===== src/hw/rtl/scrp_pkg.sv =====
package scrp_pkg;

    localparam int unsigned BYTE_W  = 8;
    localparam int unsigned VALUE_W = 32;
    localparam int unsigned IDX_W   = 2;
    localparam int unsigned CNT_W   = 2;

    // Component IDs that the parser knows.
    localparam logic [BYTE_W-1:0] ID_HEADING     = 8'd5;
    localparam logic [BYTE_W-1:0] ID_TEMPERATURE = 8'd7;
    localparam logic [BYTE_W-1:0] ID_DISTORTION  = 8'd8;
    localparam logic [BYTE_W-1:0] ID_CALSTATUS   = 8'd9;
    localparam logic [BYTE_W-1:0] ID_ACCEL_X     = 8'd21;
    localparam logic [BYTE_W-1:0] ID_ACCEL_Z     = 8'd23;
    localparam logic [BYTE_W-1:0] ID_PITCH       = 8'd24;
    localparam logic [BYTE_W-1:0] ID_ROLL        = 8'd25;
    localparam logic [BYTE_W-1:0] ID_MAG_X       = 8'd27;
    localparam logic [BYTE_W-1:0] ID_MAG_Z       = 8'd29;
    localparam logic [BYTE_W-1:0] ID_GYRO_X      = 8'd74;
    localparam logic [BYTE_W-1:0] ID_GYRO_Z      = 8'd76;
    localparam logic [BYTE_W-1:0] ID_QUATERNION  = 8'd77;
    localparam logic [BYTE_W-1:0] ID_HEAD_STATUS = 8'd79;

    localparam logic [CNT_W-1:0] LAST_BYTE = 2'd3;
    localparam logic [IDX_W-1:0] LAST_ELEM = 2'd3;

    typedef enum logic [2:0] {
        KIND_NONE,
        KIND_FLOAT,
        KIND_BYTE,
        KIND_FLAG,
        KIND_QUAT
    } kind_t;

    typedef struct packed {
        logic               valid;
        logic [BYTE_W-1:0]  component_id;
        logic [IDX_W-1:0]   element_index;
        logic [VALUE_W-1:0] value_bits;
        logic               is_byte_value;
    } result_t;

    function automatic kind_t id_kind(input logic [BYTE_W-1:0] id);
        kind_t k;
        k = KIND_NONE;
        if (id == ID_HEADING || id == ID_TEMPERATURE || id == ID_PITCH || id == ID_ROLL)
            k = KIND_FLOAT;
        else if ((id >= ID_ACCEL_X && id <= ID_ACCEL_Z) ||
                 (id >= ID_MAG_X && id <= ID_MAG_Z) ||
                 (id >= ID_GYRO_X && id <= ID_GYRO_Z))
            k = KIND_FLOAT;
        else if (id == ID_QUATERNION)
            k = KIND_QUAT;
        else if (id == ID_HEAD_STATUS)
            k = KIND_BYTE;
        else if (id == ID_DISTORTION || id == ID_CALSTATUS)
            k = KIND_FLAG;
        return k;
    endfunction

endpackage


===== src/hw/rtl/sensor_component_record_parser.sv =====
// Sensor component record parser.
// The slave stream carries one payload byte per transaction in s_tdata, with
// s_tlast marking the last byte of a packet. Each record is an ID byte and
// a payload whose length the ID sets; unknown IDs are skipped.
// The master stream carries one decoded value per transaction: ID, element
// index and 32-bit value in m_tdata, and in m_tuser a flag that the value is
// a one-byte status or flag rather than float bits.
// A value passes the input register, then the result register, on its way
// to m_tvalid after the transaction that carries its last byte.
// Throughput: one byte per cycle, sustained, with m_tready held high. The
// parse between the two registers is combinational and sets this figure.
// Bytes that complete no value produce no master transaction.
// Reset clears the valid flags of both registers and returns the parser to waiting for an ID.
// When the receiver stalls, the result register holds its transaction and
// one more byte waits in the input register; s_tready then drops until the
// result is taken.
module sensor_component_record_parser
    import scrp_pkg::*;
(
    input  logic        clk,
    input  logic        rst_n,
    input  logic        s_tvalid,
    output logic        s_tready,
    input  logic [7:0]  s_tdata,   // [7:0] data_byte
    input  logic        s_tlast,   // packet_end
    output logic        m_tvalid,
    input  logic        m_tready,
    output logic [47:0] m_tdata,   // [7:0] component_id, [9:8] element_index,
                                   // [41:10] value_bits, [47:42] zero
    output logic        m_tuser    // [0] is_byte_value
);

    logic              in_valid_reg, in_valid_next;
    logic [BYTE_W-1:0] in_byte_reg;
    logic              in_last_reg;
    logic              consume;
    result_t           res;
    logic              out_valid_reg, out_valid_next;
    result_t           out_reg;

    // The byte in the input register is parsed once the result register is free.
    assign consume  = in_valid_reg && (!out_valid_reg || m_tready);
    assign s_tready = !in_valid_reg || consume;

    assign in_valid_next  = (s_tvalid && s_tready) || (in_valid_reg && !consume);
    assign out_valid_next = (consume && res.valid) || (out_valid_reg && !m_tready);

    scrp_core u_core (
        .clk        (clk),
        .rst_n      (rst_n),
        .step       (consume),
        .data_byte  (in_byte_reg),
        .packet_end (in_last_reg),
        .result     (res)
    );

    always_ff @(posedge clk or negedge rst_n)
    begin
        if (!rst_n)
        begin
            in_valid_reg  <= 1'b0;
            out_valid_reg <= 1'b0;
        end
        else
        begin
            in_valid_reg  <= in_valid_next;
            out_valid_reg <= out_valid_next;
        end
    end

    always_ff @(posedge clk)
    begin
        if (s_tvalid && s_tready)
        begin
            in_byte_reg <= s_tdata;
            in_last_reg <= s_tlast;
        end
        if (consume && res.valid)
            out_reg <= res;
    end

    assign m_tvalid = out_valid_reg;
    assign m_tdata  = {6'd0, out_reg.value_bits, out_reg.element_index, out_reg.component_id};
    assign m_tuser  = out_reg.is_byte_value;

    a_free_out_takes_input: assert property (@(posedge clk) disable iff (!rst_n)
        !out_valid_reg |-> s_tready)
        else $error("input stalled while the result register is empty");

    a_index_only_quat: assert property (@(posedge clk) disable iff (!rst_n)
        out_valid_reg && out_reg.element_index != '0 |->
            out_reg.component_id == ID_QUATERNION)
        else $error("nonzero element index on a non-quaternion component");

    a_byte_value_narrow: assert property (@(posedge clk) disable iff (!rst_n)
        out_valid_reg && out_reg.is_byte_value |->
            out_reg.value_bits[VALUE_W-1:BYTE_W] == '0)
        else $error("byte value wider than one byte");

    a_flag_is_bit: assert property (@(posedge clk) disable iff (!rst_n)
        out_valid_reg && (out_reg.component_id == ID_DISTORTION ||
                          out_reg.component_id == ID_CALSTATUS) |->
            out_reg.is_byte_value && out_reg.value_bits[VALUE_W-1:1] == '0)
        else $error("flag component not reduced to one bit");

endmodule


===== src/hw/rtl/scrp_core.sv =====
module scrp_core
    import scrp_pkg::*;
(
    input  logic              clk,
    input  logic              rst_n,
    input  logic              step,
    input  logic [BYTE_W-1:0] data_byte,
    input  logic              packet_end,
    output result_t           result
);

    logic               awaiting_reg, awaiting_next;
    logic [BYTE_W-1:0]  id_reg, id_next;
    logic [CNT_W-1:0]   bcnt_reg, bcnt_next;
    logic [IDX_W-1:0]   ecnt_reg, ecnt_next;
    logic [VALUE_W-1:0] shift_reg, shift_next;
    logic [VALUE_W-1:0] shifted;
    kind_t              cur_kind;

    assign cur_kind = id_kind(id_reg);
    assign shifted  = {shift_reg[VALUE_W-BYTE_W-1:0], data_byte};

    always_comb
    begin
        awaiting_next = awaiting_reg;
        id_next       = id_reg;
        bcnt_next     = bcnt_reg;
        ecnt_next     = ecnt_reg;
        shift_next    = shift_reg;
        result        = '0;
        result.component_id = id_reg;

        if (awaiting_reg)
        begin
            if (id_kind(data_byte) != KIND_NONE)
            begin
                id_next       = data_byte;
                awaiting_next = 1'b0;
                bcnt_next     = '0;
                ecnt_next     = '0;
                shift_next    = '0;
            end
        end
        else
        begin
            case (cur_kind)
                KIND_BYTE:
                begin
                    result.valid         = 1'b1;
                    result.value_bits    = {{(VALUE_W-BYTE_W){1'b0}}, data_byte};
                    result.is_byte_value = 1'b1;
                    awaiting_next        = 1'b1;
                end
                KIND_FLAG:
                begin
                    result.valid         = 1'b1;
                    result.value_bits    = {{(VALUE_W-1){1'b0}}, (data_byte != '0)};
                    result.is_byte_value = 1'b1;
                    awaiting_next        = 1'b1;
                end
                KIND_FLOAT, KIND_QUAT:
                begin
                    shift_next = shifted;
                    if (bcnt_reg == LAST_BYTE)
                    begin
                        result.valid         = 1'b1;
                        result.value_bits    = shifted;
                        result.element_index = (cur_kind == KIND_QUAT) ? ecnt_reg : '0;
                        bcnt_next            = '0;
                        shift_next           = '0;
                        if (cur_kind == KIND_QUAT && ecnt_reg != LAST_ELEM)
                            ecnt_next = ecnt_reg + 1'b1;
                        else
                            awaiting_next = 1'b1;
                    end
                    else
                    begin
                        bcnt_next = bcnt_reg + 1'b1;
                    end
                end
                default:
                begin
                    awaiting_next = 1'b1;
                end
            endcase
        end

        // A packet end drops any partial value and waits for a new ID.
        if (packet_end)
        begin
            awaiting_next = 1'b1;
            bcnt_next     = '0;
            ecnt_next     = '0;
            shift_next    = '0;
        end

        if (!step)
            result.valid = 1'b0;
    end

    always_ff @(posedge clk or negedge rst_n)
    begin
        if (!rst_n)
        begin
            awaiting_reg <= 1'b1;
            id_reg       <= '0;
            bcnt_reg     <= '0;
            ecnt_reg     <= '0;
            shift_reg    <= '0;
        end
        else if (step)
        begin
            awaiting_reg <= awaiting_next;
            id_reg       <= id_next;
            bcnt_reg     <= bcnt_next;
            ecnt_reg     <= ecnt_next;
            shift_reg    <= shift_next;
        end
    end

endmodule

===== config.mk =====
export PLATFORM = sky130hd
export DESIGN_NAME = sensor_component_record_parser
export DESIGN_NICKNAME = d
export VERILOG_FILES = /design/src/hw/rtl/scrp_pkg.sv /design/src/hw/rtl/sensor_component_record_parser.sv /design/src/hw/rtl/scrp_core.sv
export SDC_FILE = /design/constraint.sdc
export NUM_CORES = 1
export LEC_CHECK = 0
export BUFFER_PORTS_ARGS = -buffer_cell sky130_fd_sc_hd__buf_2
export CAP_MARGIN = 20
export CORE_ASPECT_RATIO = 0.6
export CORE_UTILIZATION = 40
export CTS_CLUSTER_DIAMETER = 200
export DETAILED_ROUTE_END_ITERATION = 10
export PLACE_DENSITY_LB_ADDON = 0.05
export SLEW_MARGIN = 0
export SYNTH_ARGS = -nofsm -noshare
export SYNTH_HDL_FRONTEND = slang
export SYNTH_SLANG_ARGS = --single-unit

===== constraint.sdc =====
create_clock -name clk -period 8.3 [get_ports clk]
set_input_delay 0.415 -clock clk [delete_from_list [all_inputs] [get_ports clk]]
set_output_delay 0.415 -clock clk [all_outputs]
set_load 0.005 [all_outputs]

# Yosys cells after proc, flatten, opt, wreduce, memory -nomap -nowiden
# Index checks and enable logic that the tools add are counted.
totals:
  regBits: 91
  latch_bits: 0
  ram_bits: 0
  mem_bits_ro: 0
  in_bits: 13
  output_inout_bits: 51
  elab_cells: 135
  memories: 0
classes:
  n_addsub: 2
  mul: 0
  div_mod_pow: 0
  magnitude_cmp: 12
  n_eq_ne: 23
  n_shift: 0
  muxes: 39
  bitwise: 3
  n_reduce_logical: 43
op_table:
  columns: ["cell", "n"]
  rows:
  - ["$mux W24", 5]
  - ["$pmux W32 S3", 1]
  - ["$eq A8 B3 Y1 const B", 4]
  - ["$eq A8 B4 Y1 const B", 4]
  - ["$eq A8 B5 Y1 const B", 4]
  - ["$eq A8 B7 Y1 const B", 4]
  - ["$ge A8 B5 Y1 const B", 4]
  - ["$le A8 B5 Y1 const B", 4]
  - ["$mux W32", 1]
  - ["$mux W3", 9]
  - ["$mux W2", 12]
  - ["$ge A8 B7 Y1 const B", 2]
  - ["$le A8 B7 Y1 const B", 2]
  - ["$logic_or A1 B1 Y1", 16]
  - ["$logic_and A1 B1 Y1", 12]
  - ["$reduce_bool A3 Y1", 4]
  - ["$mux W1", 10]
  - ["$reduce_bool A8 Y1", 1]
  - ["$eq A3 B2 Y1 const B", 2]
  - ["$reduce_and A3 Y1", 2]
  - ["$reduce_and A5 Y1", 1]
  - ["$add A2 B1 Y2 const B", 2]
  - ["$logic_not A1 Y1", 4]
  - ["$reduce_or A2 Y1", 2]
  - ["other kinds (8)", 10]

# Logic depth before layout (Yosys ltp)
depth:
  word_depth: 14
  depth_mapped: 8
  mapped_depth_nobuf: 6

# Hierarchy
# From an unflattened synthesis, not the netlist that was laid out.
hier_totals:
  hier_cells: 263
  hier_area_um2: 3751.1
modules_own_cells:
  columns: ["module", "instances", "cells_each", "area_each_um2", "seq_area_each_um2"]
  rows:
  - ["scrp_core", 1, 194, 2029.4, 927.1]
  - ["sensor_component_record_parser", 1, 69, 1721.7, 1611.5]

# Worst setup path before layout
# OpenSTA, ideal clock, no wires.
synth_timing:
  kind: "register to register"
  start: "reg u_core.id_reg[2]"
  end: "reg out_reg, in the netlist m_tdata[0] (enable)"
  setup_ps: 443
  arrival_time_ps: 3417
  required_time_ps: 7857
  path_slack_ps: 4440
  stages_incl_launch_ff: 7
  path_buffers: 0
  period_less_slack_ps: 3860
  path_cell_list: "dfrtp_1 -> and2b_1 -> a31oi_1 -> a2111o_2 -> a31oi_4 -> a21oi_1 -> nor2_1"
synth_between:
  elab_chain_len: 13
  elab_cells_between_ends: 38
  cone_classes: "order compare (6); eq/ne (12); mux (8); reduce/logical (12)"
synth_rtl:
  columns: ["element", "line_no", "rtl"]
  rows:
  - ["from (decl)", "scrp_core.sv:13", "logic [BYTE_W-1:0] id_reg, id_next;"]
  - ["from (signal assigned)", "scrp_core.sv:114", "id_reg <= id_next;"]
  - ["branches (longest 6 deep; another with $ge A8 B5 Y1)", null, null]
  - ["$mux W3 *", "scrp_pkg.sv:46", "if (id == ID_HEADING || id == ID_TEMPERATURE || id == ID_PITCH || id == ID_ROLL)"]
  - ["$eq A3 B1 Y1 (tied with other cells)", "scrp_core.sv:46", "case (cur_kind)"]
  - ["$reduce_or A2 Y1, on equally long branches", null, null]
  - ["$pmux W1 S2 *", "scrp_core.sv:46", null]
  - ["$mux W1 *", "scrp_core.sv:33", "if (awaiting_reg)"]
  - ["$mux W1 *", "scrp_core.sv:97", "if (!step)"]
  - ["$logic_and A1 B1 Y1 *", "sensor_component_record_parser.sv:78", "if (consume && res.valid)"]
  - ["to (signal assigned)", "sensor_component_record_parser.sv:79", "out_reg <= res;"]
  - ["to (decl)", "sensor_component_record_parser.sv:39", "result_t out_reg;"]
# Mark *: on every way between the ends.
# A chain may end at the register's enable or synchronous reset.

# Worst setup path in the final report
layout_timing:
  start: "reg u_core.id_reg[1]"
  end: "reg out_reg, in the netlist m_tdata[20] (enable)"
# The elaborated chain is that of the path after synthesis.

==> results by group <==
Synth
  • Mux cell area share after synthesis: 0.01792
  • XOR/XNOR share of the synthesized area: 0.002323
  • Compound-Gate Fraction of Synth Area: 0.1284
  • Post-Synth Adder-Cell Area: 0.006638
  • Leading area contributor after synthesis: edfxtp_1
  • Largest family of logic cells by synthesized area: simple AND/OR/NAND/NOR gates
  • Cells after synthesis: between 200 and 300
  • Avg Cell Area, Syn: ~15 um2
  • Yosys cell types: 51
  • Synth Flop Type: edfxtp_1
  • Yosys top cell area share: 0.4142
  • Post-synthesis async set-or-reset flop share: 0.4286
  • Post-synth EDFFs: 52
  • Main area contributors after synthesis: edfxtp_1, dfrtp_1, a32o_1
  • Synth warn: 0
  • Post-synthesis register bit count: 91
  • Mapped cell area: roughly 0.0038 mm2
  • Register area share after synthesis: 0.6734
  • Synth Area in Simple Gates: 0.1338

Clock network
  • CTS Buffer Depth: 2
  • Num CTS Buffers: 9
  • Clk sinks: about 90
  • Hold-fix buffer count after cts: 0
  • H-tree Lvls: 3
  • Post-CTS Setup Inserts: 0
  • Skew-Pair Late Insertion Delay: about 0.34 ns
  • Cts repair resizes: 0
  • CTS root buf: clkbuf_16
  • Clk slew on worst S/H paths: 0.07 ns
  • CTS tree: built

Critical path
  • Arr. time, crit path: 3.50 ns
  • FF-to-FF path depth: 7
  • Slowest stage delay, CP: around 0.6 ns
  • Top delay family on crit path: compound AO/OA/AOI/OAI gates
  • CP Launch Type: register
  • Crit path capture type: register
  • R2r setup slk: around 4.8 ns
  • Critical setup path kind: register to register
  • Critical Path RT: between 8 and 9 ns
  • Maximum fanout along the worst path: 28
  • Crit path buffers/inverters: 1
  • Slowest-stage cell, CP: a31oi_4
  • CP Cell Sequence: and3b_1 -> a31oi_1 -> a2111o_2 -> a31oi_4 -> a21oi_1 -> nor2_4 -> buf_4
  • Crit path depth: 7

Finish
  • Layout cells sized above 1: 0.2938
  • Ant. Diodes: 0
  • Final instance area: 0.004400 mm2
  • Core Util, Final: 0.4807
  • Nets: between 300 and 400
  • Max FFs per register: 42
  • Area growth, synth to finish: 16.73%

Placed design
  • GPL Wtd Cong: 0.7909
  • Hpwl dp: about 5.3 mm
  • PortBufs: 57
  • Area after DPL: roughly 0.0041 mm2

Power and ir drop
  • Max VDD drop: 129.4 uV
  • Sw frac: 0.2424
  • Pint: approximately 730 uW
  • Power Density: around 220 mW/mm2
  • P_leak: ~0.0019 uW
  • NetSw: roughly 230 uW
  • Part of the power in registers: 0.542
  • Share of total power in combinational logic: 0.075
  • Clock power frac: 0.384

Routing
  • Drt first pass iters: 4
  • DR vias/cell: between 5 and 6
  • DRC violations left: 0
  • Via count: 2375
  • DR WL/cell: about 18 um
  • DRT Wirelength: 7.985 mm
  • Post-DRT Antenna Nets: 0
  • DRC marker count from the first detailed-route iteration: 188

Floorplan
  • Die height: around 77 um
  • Core ar.: 0.009155 mm2
  • I/O pin cnt: 64
  • Num rows: 27
  • Die X: 127.3 um
  • Die Area: about 0.01 mm2
  • Initial Utilization: 0.4118

Global routing
  • GRT Util Overall: 0.1781
  • Largest net degree at the start of global routing: 40
  • Vias in the first global route: 2234
  • Initial antenna violation count: 0
  • GRT overflow: 0
  • First-pass GRT wire length: 12.59 mm

Timing
  • Fin crit share: 0.4197
  • Total negative slack: 0 ns
  • Least-Margin Pin Slew: 0.9165 ns
  • Rel. slew slack: 0.3890
  • Pins Over Slew Limit: 0
  • Worst Skew: 0.007189 ns
  • Fin. Hold Viols: 0
  • Crit path time final: 3.483 ns
  • Worst Hold Slack: approximately 0.21 ns
  • Fmax: between 200 and 300 MHz
  • RSZ-0062 raised after global routing: false
  • Final setup violation count: 0

Flow run
  • Maxcap violations: 0

Min path
  • Hold crit path type: input pin to async pin

Outcome
  • Status: complete, no violations
-- layer usage --
metal  global-route usage  share of wire  wire, um
met4              0.05238         0.0086        69
met5                    0              0         0
met1               0.2797           0.54      4338
met3              0.06211          0.066       528
met2               0.2235           0.38      3049
-- area by class of cell --
type | count | area [um2]
Fill cell | 828 | 4755
Multi-Input combinational cell | 151 | 1120
Timing Repair Buffer | 59 | 300.3
Inverter | 3 | 11.26
Sequential cell | 91 | 2539
Clock inverter | 6 | 38.79
Clock buffer | 10 | 229.0
Tap cell | 130 | 162.7
-- power groups by stage --
| stage | Combinational, uW | Sequential, uW | Clock [uW] |
|---|---|---|---|
| floorplan | 59.2 | 520 | 0 |
| global placement | 70.4 | 530 | 0 |
| detailed placement | 72.0 | 531 | 0 |
| CTS | 72.3 | 522 | 381 |
| global route | 79.4 | 526 | 399 |
| finish | 72.3 | 523 | 370 |
-- path summary, 6_finish.rpt --
check	start	endpoint
hold reg to reg	u_core.shift_reg[17]	u_core.shift_reg[17]
setup / recovery	u_core.id_reg[1]	m_tdata[20]
max in group asynchronous	rst_n	u_core.shift_reg[21]
setup reg to reg	u_core.id_reg[1]	m_tdata[20]
min in group clk	s_tdata[2]	in_byte_reg[2]
hold / removal	rst_n	u_core.shift_reg[18]
-- stage by stage --
stage,std cells,setup slack [ns],power [uW]
after global placement,434,4.925,600.8
after detailed placement,434,4.788,603.3
after global routing,450,4.543,1005
final,450,4.817,965.5
after CTS,450,4.781,975.1
after floorplan,264,4.440,579.3
-- placed cells by master (no fill, tap or decap), types with 5 or more instances in the layout --
master,count
nor2_1,5
clkbuf_16,9
and3_1,23
a21oi_1,6
mux2_2,6
conb_1,6
edfxtp_1,52
and2_1,14
buf_2,57
dfrtp_1,38
nand2_1,8
a32o_1,25
-- synthesized netlist by cell type, types with 2 or more instances --
cell,instances
and3_1,23
nor3_1,4
nor2b_1,4
clkbuf_1,7
a22o_1,3
buf_4,6
buf_2,2
nor2_1,6
edfxtp_1,52
a21oi_1,6
mux2_2,6
buf_8,2
nand2b_1,3
nand2_1,8
o21bai_1,2
nand3_1,4
a31oi_1,3
ha_1,2
and3_2,4
and2_1,14
o211ai_1,2
a32o_1,25
nand3b_1,2
o31ai_1,2
inv_1,3
o21ai_0,2
dfrtp_1,38
-- cells by family (layout without fill, tap and decap cells) --
family,after synthesis,in the layout
AO/OA/AOI/OAI,53,53
XOR/XNOR,1,1
adder cells (fa/ha/maj),2,2
buffers and inverters,22,78
flip-flops,91,91
multiplexers,6,6
other,1,6
AND/OR/NAND/NOR,83,83
(Power assumes the default switching activity.)
